===== src/rtl/jbc_pkg.sv =====
// Shared constants, codes and types for the JSON bracket checker.
// Used by the nesting stack, the top level and the port checker; no dependencies.
package jbc_pkg;

  localparam int MAX_DEPTH = 64;
  localparam int DEPTH_W   = $clog2(MAX_DEPTH + 1);
  localparam int ADDR_W    = (MAX_DEPTH > 1) ? $clog2(MAX_DEPTH) : 1;

  localparam int LINE_W  = 24;
  localparam int COL_W   = 16;
  localparam int TALLY_W = 16;
  localparam int STAT_W  = 3;

  localparam logic [STAT_W-1:0] ST_VALID        = 3'd0;
  localparam logic [STAT_W-1:0] ST_BAD_BRACE    = 3'd1;
  localparam logic [STAT_W-1:0] ST_BAD_BRACKET  = 3'd2;
  localparam logic [STAT_W-1:0] ST_OPEN_BRACKET = 3'd3;
  localparam logic [STAT_W-1:0] ST_OPEN_STRING  = 3'd4;
  localparam logic [STAT_W-1:0] ST_TOO_DEEP     = 3'd5;

  localparam logic [7:0] CH_LF      = 8'h0A;
  localparam logic [7:0] CH_TAB     = 8'h09;
  localparam logic [7:0] CH_CR      = 8'h0D;
  localparam logic [7:0] CH_SPACE   = 8'h20;
  localparam logic [7:0] CH_COMMA   = 8'h2C;
  localparam logic [7:0] CH_QUOTE   = 8'h22;
  localparam logic [7:0] CH_BSLASH  = 8'h5C;
  localparam logic [7:0] CH_LBRACE  = 8'h7B;
  localparam logic [7:0] CH_RBRACE  = 8'h7D;
  localparam logic [7:0] CH_LBRACK  = 8'h5B;
  localparam logic [7:0] CH_RBRACK  = 8'h5D;
  localparam logic [7:0] CTRL_LIMIT = 8'h20;

  typedef struct packed {
    logic push;
    logic pop;
    logic push_bit;
  } stack_ctl_t;

endpackage


===== src/rtl/jbc_stack.sv =====
// Nesting stack: a synchronous memory of brace/bracket entries plus a cached top entry.
// The memory is read every cycle at the entry below the next top. Depends on jbc_pkg.
module jbc_stack import jbc_pkg::*; (
  input  logic              clk,
  input  stack_ctl_t        ctl,
  input  logic [ADDR_W-1:0] wr_addr,
  input  logic [ADDR_W-1:0] rd_addr,
  output logic              top_bit,
  output logic              below_bit
);

  logic mem [MAX_DEPTH];

  always_ff @(posedge clk) begin
    if (ctl.push) begin
      mem[wr_addr] <= ctl.push_bit;
    end
    below_bit <= mem[rd_addr];
  end

  always_ff @(posedge clk) begin
    if (ctl.push) begin
      top_bit <= ctl.push_bit;
    end else if (ctl.pop) begin
      top_bit <= below_bit;
    end
  end

endmodule


===== config.mk =====
export PLATFORM = sky130hd
export DESIGN_NAME = jbc_stack
export DESIGN_NICKNAME = d
export VERILOG_FILES = /design/src/rtl/jbc_pkg.sv /design/src/rtl/jbc_stack.sv
export SDC_FILE = /design/constraint.sdc
export NUM_CORES = 1
export LEC_CHECK = 0
export ABC_AREA = 0
export BUFFER_PORTS_ARGS = -buffer_cell sky130_fd_sc_hd__buf_2
export CAP_MARGIN = 15
export CORE_AREA = 8 8 138 89
export CTS_CLUSTER_SIZE = 20
export DETAILED_ROUTE_END_ITERATION = 12
export DIE_AREA = 0 0 146 97
export PLACE_DENSITY = 0.51
export SLEW_MARGIN = 20
export SYNTH_ARGS = -nofsm -noshare
export SYNTH_HDL_FRONTEND = slang
export SYNTH_SLANG_ARGS = --single-unit

===== constraint.sdc =====
create_clock -name clk -period 1.59 [get_ports clk]
set_input_delay 0.0795 -clock clk [delete_from_list [all_inputs] [get_ports clk]]
set_output_delay 0.0795 -clock clk [all_outputs]
set_load 0.01 [all_outputs]

## Word-level counts from Yosys, hierarchy flattened

Memories as Yosys holds them, arrays and structs flattened. A register that Yosys moved wholly into a read port is not among the register bits.
Index checks and enable logic that the tools add are counted.

- Mux-type cells: 4
- Reduce and logical (&&, ||, !) cells: 1

Operators with widths:

| cell | number |
|---|---|
| $mux 1 | 4 |
| $reduce_bool 2->1 | 1 |

- Flip-flop bits (word level): 1
- RAM bits: 64
- Input bits: 16
- Output and inout port bits: 2
- Logic and storage cells: 7
- Memories: 1

Memory list:

| name | depth | width | read ports | clocked after Yosys merged registers in | wr ports | line | RTL |
|---|---|---|---|---|---|---|---|
| mem | 64 | 1 | 1 | 1 | 1 | jbc_stack.sv:12 | `logic mem [MAX_DEPTH];` |

## Logic depth before layout (Yosys ltp)

- Word-level depth: 2
- Gate-level depth with buffers: 7
- Depth with buffers taken out: 5

## Worst setup path before layout

No wires, ideal clock.

- Path kind: register -> register
- Start point: memory mem[55]
- End point: register below_bit (read register of mem)
- Setup time: 0.127 ns
- Arrival: 1.280 ns
- Required time: 1.463 ns
- Path slack: 0.182 ns
- Stages on the path, launching flop included: 6
- Buffers on the path: 0
- Clock period less this slack: 1.408 ns
- Cell sequence: edfxtp_1 mux4_2 o2111ai_1 nand3_1 nor4_1 a211oi_1

RTL lines:

| element | line | RTL |
|---|---|---|
| start, declared | jbc_stack.sv:12 |  |
| end, declared | jbc_stack.sv:9 | `output logic below_bit` |

==> out/metrics.cfg <==
[place]
postPlaceCellArea_mm2=0.00328
hpwl_um=5030
port_buffers=17
gp_congestion=0.827
dp_slack_ns=-0.255

[floorplan]
fp.dieH_um=97
core-area_mm2=0.0102
dieWidth_um=146
dieArea_mm2=0.0142
rows=29
start_util=0.292
pin_count=18

[clock_tree]
clkTransAtPathRegs_ns=0.05
cts.path.max_buffers=2
tritoncts=built
clock_sinks=66
root_buffer=clkbuf_16
htree_levels=3
clk_latency_ns=0.33
cts_inserted_buffers=9
cts_hold_buf=0

[route]
wl_met2_um=3120
vias=1928
ant_nets=0
dr_wl_met3_um=587
drtPass1Iterations=4
drt-total-wl_um=7210
drc_errors=0
wl_met1_um=3370
routed_via_density=4.91
wl_per_cell_um=18.3
highest_layer=met4
drt_iter0_drc=143

[synthesis]
yosys-top-cells-area=edfxtp_1, mux4_2, nor2_1
synth_cells=223
yosysTopAreaCellShare=0.653
synth_top_cells_by_count=nor2_1, edfxtp_1, mux4_2
synth_edf_count=65
synth-seq-cells=66
netlist_area_mm2=0.00299
synth_async_sr_flop_share=0
synth_top_area_cell=edfxtp_1
ys.flop_type=edfxtp_1
syn_area_per_cell_um2=13.4
syn-num-nets=239
ys_seq_area_frac=0.660
yosysUniqueCellTypes=33
ys_warn_count=0
yosysMostFrequentCell=nor2_1

[critical_path]
critPathRequiredTime_ns=1.80
crit_slowest_cell=mux4_2
r2r_start=mem[53]$_DFFE_PP_
crit_buf_inv=0
crit_end=below_bit$_DFF_P_
slowest_delay_ns=0.49
worst-path-stages=5
critPathLaunchType=flop
path_cells=mux4_2 -> nand4_1 -> nand2_1 -> nor4_2 -> a211oi_1
critPathTopFamily=simple AND/OR/NAND/NOR gates
endpoint_kind=flop
path_class=flop to flop
arrival_ns=1.80
rr_endpoint=below_bit$_DFF_P_
worstRegToRegCells=5
cp_max_fo=2
rrSetupSlack_ns=-0.001
crit_start=mem[53]$_DFFE_PP_

[sta]
fin_skew_ns=0.00419
setup_tns_ns=-0.00130
min_period_ns=1.59
finalCritPeriodShare=1.00
maxSlewHeadroom=0.680
rsz0062_at_grt=true
hold_viol_final=0
fmaxAchievable_mhz=628
timing.hold.ws_ns=0.0205
tightest_slew_ns=0.479
finalSetupViolCount=1
layout_setup_ws_ns=-0.00130
drv_slew=0

[run_status]
violations=negative setup slack
status=finished with violations

[global_routing]
grt_pass1_vias=1953
antenna_found_initial=0
grt_max_degree=41
grt_use_total=0.108
grt_pass1_wl_um=11400
grt_overflow=0

[final_layout]
drive_gt1_frac=0.240
n_antenna_cell=0
layout.nets=265
multi_input_area_um2=947
regArea_mm2=0.00197
fillers=1040
area_growth_pct=20.4
design_area_mm2=0.00360

[power_and_ir_drop]
total_leakage_power_nw=1.15
ir_drop_uv=594
powerDensity_mw_per_mm2=1190

[min_path]
hp-class=input pin to flop

[run]
cap_violations=0

[through the flow]
step           total power, W  cells   util
2_1_floorplan         0.00213    223      -
3_3_place_gp          0.00224    377  0.320
3_5_place_dp          0.00225    377  0.320
4_1_cts               0.00433    393  0.351
5_1_grt               0.00443    393  0.352
6_report              0.00429    393  0.352
[metal layers]
layer / GRT usage / up-vias
met4: 0.0426 / 0
met2: 0.148 / 55
met5: 0 / -
met1: 0.151 / 976
met3: 0.0414 / 14
li1: - / 883
[cell families (layout without fill, tap and decap cells)]
kind of cell    count (synthesis)  after routing  share of synthesized area
buf+inv                        17             48                     0.0272
flops                          66             66                      0.660
mux                            20             20                      0.119
compound gates                 12             12                     0.0318
simple gates                  108            108                      0.162
[layout by cell type, fill, tap and decap left out, drive strengths merged, types with 2 or more instances in the layout]
master / count
nand4: 5
clkinv: 3
nor3: 3
nor2: 69
nand3: 7
bufinv: 2
buf: 28
o211ai: 2
edfxtp: 65
mux4: 12
mux2i: 5
nand3b: 4
nor2b: 5
clkbuf: 10
nand2b: 3
nand2: 6
mux2: 3
or3: 2
inv: 4
[layout make-up]
| type | instances | area share |
|---|---|---|
| Clock inverter | 6 | 0.0226 |
| Multi-Input combinational cell | 140 | 0.263 |
| Tap cell | 139 | 0.0483 |
| Timing Repair Buffer | 28 | 0.0501 |
| Inverter | 4 | 0.00417 |
| Clock buffer | 10 | 0.0636 |
| Sequential cell | 66 | 0.548 |
[power by group]
| group | internal [W] | switching [W] |
|---|---|---|
| clock network | 0.00136 | 0.000713 |
| registers | 0.00193 | 0.00000640 |
| logic | 0.000105 | 0.000170 |
[sequential cells by signal, indices dropped and copies added (netlist names)]
signal / count
mem: 64
below_bit: 1
top_bit: 1
[repair_timing]
action | in CTS | in global routing
buffers inserted | 0 | 0
gates resized for setup | 1 | 1
setup endpoints to repair | 1 | 1
[worst min path at each step]
stage / startpoint / end / slack (ns) / cells after the start
floorplan: ctl[0] / mem[0]$_DFFE_PP_ / 0.18 / 0
global placement: ctl[1] / top_bit$_DFFE_PP_ / 0.36 / 2
detailed placement: ctl[1] / top_bit$_DFFE_PP_ / 0.36 / 2
CTS: ctl[1] / top_bit$_DFFE_PP_ / 0.006 / 2
global route: ctl[1] / top_bit$_DFFE_PP_ / 0.02 / 2
finish: ctl[1] / top_bit$_DFFE_PP_ / 0.02 / 2
Note: power is estimated with default switching activity, not from simulation.
